[config.mk]
export PLATFORM = sky130hd
export DESIGN_NAME = pedestrian_crossing_controller_flat
export DESIGN_NICKNAME = d
export VERILOG_FILES = /design/src/pcc_pkg.sv /design/src/pcc_if.sv /design/src/pedestrian_crossing_controller.sv /design/src/flat_wrapper.sv
export SDC_FILE = /design/constraint.sdc
export NUM_CORES = 2
export LEC_CHECK = 0
export BUFFER_PORTS_ARGS = -buffer_cell sky130_fd_sc_hd__buf_2
export CORE_MARGIN = 8
export CORE_UTILIZATION = 65
export CTS_BUF_LIST = sky130_fd_sc_hd__clkbuf_8
export CTS_CLUSTER_DIAMETER = 60
export DETAILED_ROUTE_END_ITERATION = 8
export PLACE_DENSITY = 0.84
export SETUP_SLACK_MARGIN = 0.15
export SLEW_MARGIN = 25
export SYNTH_ARGS = -nofsm -noshare
export SYNTH_HDL_FRONTEND = slang
export SYNTH_SLANG_ARGS = --single-unit
[constraint.sdc]
create_clock -name clk -period 15.29 [get_ports clk]
set_input_delay 2.2935 -clock clk [delete_from_list [all_inputs] [get_ports clk]]
set_output_delay 2.2935 -clock clk [all_outputs]
set_load 0.05 [all_outputs]
[src/pcc_pkg.sv]
package pcc_pkg;

  // light sequence phases
  typedef enum logic [2:0] {
    PH_GREEN     = 3'd0,
    PH_YELLOW    = 3'd1,
    PH_RED       = 3'd2,
    PH_WALK      = 3'd3,
    PH_PRE_GREEN = 3'd4
  } phase_t;

  // lamp pattern of one phase
  typedef struct packed {
    logic car_red;
    logic veh_yellow;
    logic veh_green;
    logic walk_green;
    logic walk_red;
  } lamps_t;

  // register indexes on the config port (byte address = 4 * index)
  localparam int CfgAddrW = 5;
  localparam logic [2:0] REG_DETECT    = 3'd0;
  localparam logic [2:0] REG_RELEASE   = 3'd1;
  localparam logic [2:0] REG_GREEN     = 3'd2;
  localparam logic [2:0] REG_YELLOW    = 3'd3;
  localparam logic [2:0] REG_RED       = 3'd4;
  localparam logic [2:0] REG_CROSS     = 3'd5;
  localparam logic [2:0] REG_PRE_GREEN = 3'd6;

  // register reset values
  localparam logic [9:0]  DETECT_RST    = 10'd20;
  localparam logic [9:0]  RELEASE_RST   = 10'd30;
  localparam logic [15:0] GREEN_RST     = 16'd5000;
  localparam logic [15:0] YELLOW_RST    = 16'd2000;
  localparam logic [15:0] RED_RST       = 16'd1000;
  localparam logic [15:0] CROSS_RST     = 16'd4000;
  localparam logic [15:0] PRE_GREEN_RST = 16'd2000;

  // distance = floor(ticks * 17 / 2000) as (ticks * RecipM) >> RecipShift,
  // exact for every 16-bit tick count
  localparam int          RecipShift = 27;
  localparam logic [20:0] RecipM     = 21'd1140851;
  localparam logic [9:0]  NoObjectCm = 10'd999;

endpackage

[src/pcc_if.sv]
// input channel: one control round per word
interface pcc_in_if;
  logic        valid;
  logic        ready;
  logic [31:0] now_ms;
  logic [15:0] pulse_a;
  logic [15:0] pulse_b;
  logic [15:0] pulse_c;
  logic        valid_a;
  logic        valid_b;
  logic        valid_c;

  modport source (output valid, now_ms, pulse_a, pulse_b, pulse_c,
                  valid_a, valid_b, valid_c, input ready);
  modport sink   (input valid, now_ms, pulse_a, pulse_b, pulse_c,
                  valid_a, valid_b, valid_c, output ready);
endinterface

// result channel: lamps, new phase, median distance and presence flag
interface pcc_out_if;
  logic       valid;
  logic       ready;
  logic       car_red;
  logic       veh_yellow;
  logic       veh_green;
  logic       walk_green;
  logic       walk_red;
  logic [2:0] next_phase;
  logic [9:0] median_cm;
  logic       pedestrian;

  modport source (output valid, car_red, veh_yellow, veh_green, walk_green,
                  walk_red, next_phase, median_cm, pedestrian, input ready);
  modport sink   (input valid, car_red, veh_yellow, veh_green, walk_green,
                  walk_red, next_phase, median_cm, pedestrian, output ready);
endinterface

[src/pedestrian_crossing_controller.sv]
// Pedestrian crossing controller.
// in_ch takes one control round per word: the millisecond time and three
// ultrasonic echo widths with their valid flags. out_ch returns one word per
// round: the lamp pattern of the phase held when the round began, the phase
// after the round, the median distance in cm (999 = no object) and the
// pedestrian presence flag.
// Path: a word accepted from in_ch is held in the input register; its
// result is loaded into the output register once that register is free,
// and then shows on out_ch. Throughput is one word per cycle while out_ch
// is ready, set by the single pass from input register to output register
// that also updates phase, phase start time and presence.
// Stall: while out_ch is not ready the output register holds; the input
// register still takes one more word, then in_ch.ready drops until the
// output side drains.
// Reset (rst_n low at a clock edge): both channels empty, phase green,
// phase start 0, no pedestrian, all thresholds and durations at defaults.
// Config: APB-style, registers at byte address 4*i, write only while idle.
module pedestrian_crossing_controller
  import pcc_pkg::*;
(
  input  logic                clk,
  input  logic                rst_n,
  pcc_in_if.sink              in_ch,
  pcc_out_if.source           out_ch,
  input  logic                psel,
  input  logic                penable,
  input  logic                pwrite,
  input  logic [CfgAddrW-1:0] paddr,
  input  logic [31:0]         pwdata,
  output logic [31:0]         prdata,
  output logic                pready
);

  // config registers
  logic [9:0]  detect_cm_r, release_cm_r;
  logic [15:0] green_ms_r, yellow_ms_r, red_ms_r, cross_ms_r, pre_green_ms_r;
  logic        cfg_wr;
  logic [2:0]  cfg_idx;

  // input register
  logic        s1_valid_r;
  logic [31:0] s1_now_r;
  logic [15:0] s1_pulse_a_r, s1_pulse_b_r, s1_pulse_c_r;
  logic        s1_ok_a_r, s1_ok_b_r, s1_ok_c_r;

  // block state
  phase_t      phase_r, phase_nxt;
  logic [31:0] phase_start_r, phase_start_nxt;
  logic        presence_r, presence_nxt;

  // output register
  logic        out_valid_r;
  lamps_t      out_lamps_r, lamps;
  logic [2:0]  out_phase_r;
  logic [9:0]  out_median_r;
  logic        out_ped_r;

  logic        advance;
  logic [9:0]  dist_a, dist_b, dist_c, median;
  logic [31:0] elapsed;

  // echo width to cm via reciprocal multiply
  function automatic logic [9:0] echo_cm(input logic [15:0] ticks, input logic ok);
    logic [36:0] prod;
    prod = 37'(ticks) * 37'(RecipM);
    return ok ? prod[RecipShift+9:RecipShift] : NoObjectCm;
  endfunction

  // median of three by a three-compare sort
  function automatic logic [9:0] median3(input logic [9:0] a0, input logic [9:0] b0,
                                         input logic [9:0] c0);
    logic [9:0] a, b, c, t;
    a = a0; b = b0; c = c0;
    if (a > b) begin t = a; a = b; b = t; end
    if (b > c) begin t = b; b = c; c = t; end
    if (a > b) begin t = a; a = b; b = t; end
    return b;
  endfunction

  // ---------------- config port ----------------
  assign pready  = 1'b1;
  assign cfg_wr  = psel && penable && pwrite;
  assign cfg_idx = paddr[CfgAddrW-1:2];

  always_ff @(posedge clk) begin
    if (!rst_n) begin
      detect_cm_r    <= DETECT_RST;
      release_cm_r   <= RELEASE_RST;
      green_ms_r     <= GREEN_RST;
      yellow_ms_r    <= YELLOW_RST;
      red_ms_r       <= RED_RST;
      cross_ms_r     <= CROSS_RST;
      pre_green_ms_r <= PRE_GREEN_RST;
    end else if (cfg_wr) begin
      case (cfg_idx)
        REG_DETECT:    detect_cm_r    <= pwdata[9:0];
        REG_RELEASE:   release_cm_r   <= pwdata[9:0];
        REG_GREEN:     green_ms_r     <= pwdata[15:0];
        REG_YELLOW:    yellow_ms_r    <= pwdata[15:0];
        REG_RED:       red_ms_r       <= pwdata[15:0];
        REG_CROSS:     cross_ms_r     <= pwdata[15:0];
        REG_PRE_GREEN: pre_green_ms_r <= pwdata[15:0];
        default: ;
      endcase
    end
  end

  // register readback
  always_comb begin
    case (cfg_idx)
      REG_DETECT:    prdata = 32'(detect_cm_r);
      REG_RELEASE:   prdata = 32'(release_cm_r);
      REG_GREEN:     prdata = 32'(green_ms_r);
      REG_YELLOW:    prdata = 32'(yellow_ms_r);
      REG_RED:       prdata = 32'(red_ms_r);
      REG_CROSS:     prdata = 32'(cross_ms_r);
      REG_PRE_GREEN: prdata = 32'(pre_green_ms_r);
      default:       prdata = 32'd0;
    endcase
  end

  // ---------------- handshake ----------------
  // a word moves from input to output register when the output is free
  assign advance     = s1_valid_r && (!out_valid_r || out_ch.ready);
  assign in_ch.ready = !s1_valid_r || advance;

  always_ff @(posedge clk) begin
    if (!rst_n) begin
      s1_valid_r <= 1'b0;
    end else if (in_ch.ready) begin
      s1_valid_r <= in_ch.valid;
    end
  end

  always_ff @(posedge clk) begin
    if (in_ch.valid && in_ch.ready) begin
      s1_now_r     <= in_ch.now_ms;
      s1_pulse_a_r <= in_ch.pulse_a;
      s1_pulse_b_r <= in_ch.pulse_b;
      s1_pulse_c_r <= in_ch.pulse_c;
      s1_ok_a_r    <= in_ch.valid_a;
      s1_ok_b_r    <= in_ch.valid_b;
      s1_ok_c_r    <= in_ch.valid_c;
    end
  end

  // ---------------- distance and presence ----------------
  assign dist_a = echo_cm(s1_pulse_a_r, s1_ok_a_r);
  assign dist_b = echo_cm(s1_pulse_b_r, s1_ok_b_r);
  assign dist_c = echo_cm(s1_pulse_c_r, s1_ok_c_r);
  assign median = median3(dist_a, dist_b, dist_c);

  // set test first, so it wins when thresholds cross
  always_comb begin
    presence_nxt = presence_r;
    if (median != NoObjectCm && median < detect_cm_r) begin
      presence_nxt = 1'b1;
    end else if (median == NoObjectCm || median > release_cm_r) begin
      presence_nxt = 1'b0;
    end
  end

  // ---------------- phase sequencer ----------------
  assign elapsed = s1_now_r - phase_start_r;

  // next state
  always_comb begin
    phase_nxt = phase_r;
    case (phase_r)
      PH_GREEN: begin
        if (presence_nxt && elapsed >= 32'(green_ms_r)) phase_nxt = PH_YELLOW;
      end
      PH_YELLOW: begin
        if (elapsed >= 32'(yellow_ms_r)) phase_nxt = PH_RED;
      end
      PH_RED: begin
        if (presence_nxt) phase_nxt = PH_WALK;
        else if (elapsed >= 32'(red_ms_r)) phase_nxt = PH_PRE_GREEN;
      end
      PH_WALK: begin
        if (elapsed >= 32'(cross_ms_r)) phase_nxt = PH_PRE_GREEN;
      end
      PH_PRE_GREEN: begin
        if (elapsed >= 32'(pre_green_ms_r)) phase_nxt = PH_GREEN;
      end
      default: phase_nxt = PH_GREEN;
    endcase
  end

  // unknown codes always restart timing, like any transition
  always_comb begin
    phase_start_nxt = phase_start_r;
    if (phase_nxt != phase_r || phase_r > PH_PRE_GREEN) phase_start_nxt = s1_now_r;
  end

  // outputs: lamps of the current phase
  always_comb begin
    case (phase_r)
      PH_GREEN:     lamps = '{car_red: 1'b0, veh_yellow: 1'b0, veh_green: 1'b1,
                              walk_green: 1'b0, walk_red: 1'b1};
      PH_YELLOW:    lamps = '{car_red: 1'b0, veh_yellow: 1'b1, veh_green: 1'b0,
                              walk_green: 1'b0, walk_red: 1'b1};
      PH_RED:       lamps = '{car_red: 1'b1, veh_yellow: 1'b0, veh_green: 1'b0,
                              walk_green: 1'b0, walk_red: 1'b1};
      PH_WALK:      lamps = '{car_red: 1'b1, veh_yellow: 1'b0, veh_green: 1'b0,
                              walk_green: 1'b1, walk_red: 1'b0};
      PH_PRE_GREEN: lamps = '{car_red: 1'b1, veh_yellow: 1'b1, veh_green: 1'b0,
                              walk_green: 1'b0, walk_red: 1'b1};
      default:      lamps = '{car_red: 1'b0, veh_yellow: 1'b0, veh_green: 1'b1,
                              walk_green: 1'b0, walk_red: 1'b1};
    endcase
  end

  // state update on each word that moves on
  always_ff @(posedge clk) begin
    if (!rst_n) begin
      phase_r       <= PH_GREEN;
      phase_start_r <= 32'd0;
      presence_r    <= 1'b0;
    end else if (advance) begin
      phase_r       <= phase_nxt;
      phase_start_r <= phase_start_nxt;
      presence_r    <= presence_nxt;
    end
  end

  // ---------------- output register ----------------
  always_ff @(posedge clk) begin
    if (!rst_n) begin
      out_valid_r <= 1'b0;
    end else if (!out_valid_r || out_ch.ready) begin
      out_valid_r <= s1_valid_r;
    end
  end

  always_ff @(posedge clk) begin
    if (advance) begin
      out_lamps_r  <= lamps;
      out_phase_r  <= phase_nxt;
      out_median_r <= median;
      out_ped_r    <= presence_nxt;
    end
  end

  assign out_ch.valid      = out_valid_r;
  assign out_ch.car_red    = out_lamps_r.car_red;
  assign out_ch.veh_yellow = out_lamps_r.veh_yellow;
  assign out_ch.veh_green  = out_lamps_r.veh_green;
  assign out_ch.walk_green = out_lamps_r.walk_green;
  assign out_ch.walk_red   = out_lamps_r.walk_red;
  assign out_ch.next_phase = out_phase_r;
  assign out_ch.median_cm  = out_median_r;
  assign out_ch.pedestrian = out_ped_r;

  // ---------------- assertions ----------------
  // a waiting result reflects the state it left behind
  a_out_matches_state: assert property (@(posedge clk) disable iff (!rst_n)
    out_valid_r |-> (out_phase_r == phase_r && out_ped_r == presence_r))
    else $error("output word does not match held phase/presence");

  // every phase change restarts the phase timer at the round's time
  a_start_on_change: assert property (@(posedge clk) disable iff (!rst_n)
    ($past(rst_n) && phase_r != $past(phase_r)) |-> phase_start_r == $past(s1_now_r))
    else $error("phase start not loaded on phase change");

  // yellow only ever leads to red
  a_yellow_to_red: assert property (@(posedge clk) disable iff (!rst_n)
    ($past(rst_n) && $past(phase_r) == PH_YELLOW && phase_r != PH_YELLOW)
      |-> phase_r == PH_RED)
    else $error("illegal exit from yellow");

endmodule
[src/flat_wrapper.sv]
// flat-port wrapper written by rule: the top's interface ports become plain ports
module pedestrian_crossing_controller_flat import pcc_pkg::*;
  (clk, rst_n, psel, penable, pwrite, paddr, pwdata, prdata, pready, in_ch_valid, in_ch_now_ms, in_ch_pulse_a, in_ch_pulse_b, in_ch_pulse_c, in_ch_valid_a, in_ch_valid_b, in_ch_valid_c, in_ch_ready, out_ch_valid, out_ch_car_red, out_ch_veh_yellow, out_ch_veh_green, out_ch_walk_green, out_ch_walk_red, out_ch_next_phase, out_ch_median_cm, out_ch_pedestrian, out_ch_ready);
  pcc_in_if in_ch_i ();
  pcc_out_if out_ch_i ();
  input  logic clk;
  input  logic rst_n;
  input  logic psel;
  input  logic penable;
  input  logic pwrite;
  input  logic [CfgAddrW-1:0] paddr;
  input  logic [31:0] pwdata;
  output logic [31:0] prdata;
  output logic pready;
  input wire logic [$bits(in_ch_i.valid)-1:0] in_ch_valid;
  input wire logic [$bits(in_ch_i.now_ms)-1:0] in_ch_now_ms;
  input wire logic [$bits(in_ch_i.pulse_a)-1:0] in_ch_pulse_a;
  input wire logic [$bits(in_ch_i.pulse_b)-1:0] in_ch_pulse_b;
  input wire logic [$bits(in_ch_i.pulse_c)-1:0] in_ch_pulse_c;
  input wire logic [$bits(in_ch_i.valid_a)-1:0] in_ch_valid_a;
  input wire logic [$bits(in_ch_i.valid_b)-1:0] in_ch_valid_b;
  input wire logic [$bits(in_ch_i.valid_c)-1:0] in_ch_valid_c;
  output wire logic [$bits(in_ch_i.ready)-1:0] in_ch_ready;
  output wire logic [$bits(out_ch_i.valid)-1:0] out_ch_valid;
  output wire logic [$bits(out_ch_i.car_red)-1:0] out_ch_car_red;
  output wire logic [$bits(out_ch_i.veh_yellow)-1:0] out_ch_veh_yellow;
  output wire logic [$bits(out_ch_i.veh_green)-1:0] out_ch_veh_green;
  output wire logic [$bits(out_ch_i.walk_green)-1:0] out_ch_walk_green;
  output wire logic [$bits(out_ch_i.walk_red)-1:0] out_ch_walk_red;
  output wire logic [$bits(out_ch_i.next_phase)-1:0] out_ch_next_phase;
  output wire logic [$bits(out_ch_i.median_cm)-1:0] out_ch_median_cm;
  output wire logic [$bits(out_ch_i.pedestrian)-1:0] out_ch_pedestrian;
  input wire logic [$bits(out_ch_i.ready)-1:0] out_ch_ready;
  assign in_ch_i.valid = in_ch_valid;
  assign in_ch_i.now_ms = in_ch_now_ms;
  assign in_ch_i.pulse_a = in_ch_pulse_a;
  assign in_ch_i.pulse_b = in_ch_pulse_b;
  assign in_ch_i.pulse_c = in_ch_pulse_c;
  assign in_ch_i.valid_a = in_ch_valid_a;
  assign in_ch_i.valid_b = in_ch_valid_b;
  assign in_ch_i.valid_c = in_ch_valid_c;
  assign in_ch_ready = in_ch_i.ready;
  assign out_ch_valid = out_ch_i.valid;
  assign out_ch_car_red = out_ch_i.car_red;
  assign out_ch_veh_yellow = out_ch_i.veh_yellow;
  assign out_ch_veh_green = out_ch_i.veh_green;
  assign out_ch_walk_green = out_ch_i.walk_green;
  assign out_ch_walk_red = out_ch_i.walk_red;
  assign out_ch_next_phase = out_ch_i.next_phase;
  assign out_ch_median_cm = out_ch_i.median_cm;
  assign out_ch_pedestrian = out_ch_i.pedestrian;
  assign out_ch_i.ready = out_ch_ready;
  pedestrian_crossing_controller u_core (.clk(clk), .rst_n(rst_n), .in_ch(in_ch_i), .out_ch(out_ch_i), .psel(psel), .penable(penable), .pwrite(pwrite), .paddr(paddr), .pwdata(pwdata), .prdata(prdata), .pready(pready));
endmodule
==> results by group <==
Status
  – Status: finished, final reports clean

Pwr
  – VDD IR max: roughly 0.00019 V
  – Power Dens Cells: approximately 230 mW/mm^2
  – Lkg Pwr: 0.0170 uW

Worst setup path
  – Worst Path Max Fanout: 29
  – WP data arrival: about 15 ns
  – Startpoint types: register
  – Cell mode on critical path: a21o_1
  – Max incr delay on CP: 0.60 ns
  – CP required: between 15 and 20 ns
  – Crit path launch: u_core.s1_pulse_b_r[9]$_DFFE_PP_
  – R2R Path Start: u_core.s1_pulse_b_r[9]$_DFFE_PP_
  – Worst Setup Path Type: reg2reg
  – Worst Setup End Kind: register
  – Highest-delay cell along the critical path: fa_1

Placement
  – DP Worst Slack: 0.515 ns
  – Placer congestion estimate: 0.990
  – Post-Place Cell Area: between 0.03 and 0.04 sq mm
  – DP Cell Count: around 4300
  – Number of I/O port buffers: roughly 150
  – HPWL Detailed: between 60000 and 70000 microns

STA
  – Setup ws final: ~0.80 ns
  – Total negative slack: 0 ns
  – Fin. Hold Viols: 0
  – Final clock skew: 0.0374 ns
  – Final worst path period need: 14.49 ns
  – Worst-Margin Slew: just under 1 ns
  – Final setup viols: 0
  – RSZ-0062 raised after global routing: false
  – Fmax: just under 70 MHz
  – Final period util: 94.8%
  – Fin. max-slew vios: 0
  – Worst slew margin: between 30% and 40%

Yosys
  – Most common library cells after synthesis: inv_1 (654), ha_1 (644), nand2_1 (392)
  – Cell taking the most area after synthesis: ha_1
  – Top-count cell post-synth: inv_1
  – Synthesized cell area: approximately 0.032 sq mm
  – Synth Flop Type: dfxtp_1
  – Area contributors post-synth: ha_1 (25%), fa_1 (17%), edfxtp_1 (9.6%), dfxtp_1 (8.6%), inv_1 (7.7%)
  – Async SR Flop Fraction: 0%
  – Seq/Total Area, Yosys: a little under a fifth
  – Mean area per synthesized cell: roughly 9.0 sq um
  – Synthesis-stage register bit count: 240
  – Number of synthesized flops with an enable pin: around 100
  – Syn Inst Count: around 3600
  – Synth warn: 0
  – Share of the synthesized area in the top cell type: roughly 25%
  – Count of unique library cells instantiated by Yosys: 90

CTS
  – CTS sink count: 240
  – Worst skew pair latency: approximately 0.65 ns
  – TritonCTS buffer count: 46
  – Clock root buffer: clkbuf_8
  – Htree depth: 2
  – Cts hold-fix bufs: 0
  – Max clock buf depth: 3
  – CTS clk-pin slew, worst paths: about 0.060 ns
  – CTS tree: built

Min path
  – Hold_sp: u_core.phase_start_r[17]$_SDFFE_PN0P_
  – Hold crit path type: reg2reg

Floorplan
  – DIE HEIGHT: 238 microns
  – IO Pins: ~180
  – Core ar.: roughly 0.05 sq mm
  – Row cnt: 81
  – Initial Util: 65.6%
  – Die W: 238 microns
  – Die area: roughly 0.057 sq mm

Drt
  – DRT Pass-1 Iters: 5
  – Post-detailed-route via-to-cell ratio: between 5 and 6
  – Final ANT Viol Nets: 0
  – Post-DR wirelength/cell: 18.8 microns
  – Vias: roughly 26000
  – Drt drc: 0
  – Initial DRC Count: about 1900
  – DRT Wirelength: slightly above 80000 microns

GRT
  – Number of global-route vias before repair: ~26000
  – Total track usage: a little under 30%
  – Largest net degree at the start of global routing: between 80 and 90
  – Initial antenna violation count: 5
  – Congestion Overflow GR: 0
  – First-pass GRT wire length: around 130000 microns

Job
  – Total of max-cap violations: 0

Final layout
  – Post-layout nets: between 4000 and 5000
  – Final core occ: a little over two thirds
  – Finished Layout Cells: around 4400
  – Area of the multi-input gates: approximately 0.023 sq mm
  – Filler cell count: between 3000 and 4000
  – Share of layout cells above drive strength 1: roughly 8.3%
  – Register area: 0.00583 sq mm
  – Area Growth Syn to Fin: 7.90%
  – Fin area: ~0.035 sq mm
-- placed cells by master, fill, tap and decap left out, types with 61 or more instances in the layout --
| cell type | synthesis | routed |
|---|---|---|
| buf_2 | 5 | 144 |
| ha_1 | 644 | 644 |
| nand2_1 | 392 | 391 |
| edfxtp_1 | 102 | 102 |
| a21oi_1 | 165 | 164 |
| o211ai_1 | 61 | 61 |
| fa_1 | 274 | 274 |
| nor2_1 | 136 | 135 |
| a21boi_0 | 71 | 71 |
| inv_1 | 654 | 673 |
| o21ai_0 | 121 | 120 |
| a21o_1 | 64 | 64 |
| dfxtp_1 | 138 | 138 |
-- where the power goes --
part	total (uW)	switching (uW)	internal, uW
clock	663	310	353
combinational	6350	3840	2500
sequential	859	71.5	788
-- through the flow --
step	hold slack (ns)	total power, uW
final	0.460	7870
after floorplan	0.435	5480
after global placement	0.443	6880
after CTS	0.458	7760
after global routing	0.478	8710
after detailed placement	0.450	7030
-- layer usage --
layer  share of wire, %  global-route usage (%)
met4                3.9                    11.2
met3                7.5                    4.71
met1                 42                    37.8
met5              0.016                       0
met2                 47                    48.3
-- flip-flops by register name (all words and copies together), names as in the netlist, 3 cells and up --
register                  flops
u_core.cross_ms_r            16
u_core.detect_cm_r           10
u_core.green_ms_r            16
u_core.out_ch.median_cm      10
u_core.out_ch.next_phase      3
u_core.phase_r                3
u_core.phase_start_r         32
u_core.pre_green_ms_r        16
u_core.red_ms_r              16
u_core.release_cm_r          10
u_core.s1_now_r              32
u_core.s1_pulse_a_r          16
u_core.s1_pulse_b_r          16
u_core.s1_pulse_c_r          16
u_core.yellow_ms_r           16
-- logic make-up (layout without fill, tap and decap cells) --
group	count (synthesis)	in the layout	synth area share (%)
buffers and inverters	756	930	9.16
other	2	20	0.0235
flip-flops	240	240	18.2
XOR/XNOR	37	37	1.01
AND/OR/NAND/NOR	812	812	11.7
adder cells (fa/ha/maj)	918	918	42.4
AO/OA/AOI/OAI	722	722	15.3
multiplexers	67	67	2.23
-- critical path, delay by kind of cell (launching register included) --
| kind | cells | cell delay, ns |
|---|---|---|
| mux | 1 | 0.27 |
| flops | 1 | 0.59 |
| compound gates | 25 | 5.21 |
| buf+inv | 7 | 0.90 |
| simple gates | 12 | 3.02 |
| fa+ha+maj | 11 | 4.40 |
-- what timing repair did --
item                                    CTS  global route
buffers inserted                          0            22
gates resized for setup                   0            16
endpoints found under the setup margin    0            39
-- final timing paths --
path | to | slack, ns | depth (start not counted)
max | u_core.phase_start_r[6]$_SDFFE_PN0P_ | 0.80 | 56
min reg2reg | u_core.phase_start_r[17]$_SDFFE_PN0P_ | 0.46 | 2
max reg2reg | u_core.phase_start_r[6]$_SDFFE_PN0P_ | 0.80 | 56
min | u_core.phase_start_r[17]$_SDFFE_PN0P_ | 0.46 | 2
-- area by class of cell --
cell class	instances	share of cell area [%]
clock buffers	49	1.95
multi-input cells	2573	67.7
inverters	656	7.14
clock inverters	34	0.758
diodes	3	0.0218
repair buffers	191	3.15
well taps	664	2.41
flip-flops and latches	240	16.9
Power figures use the tool's default switching activity.
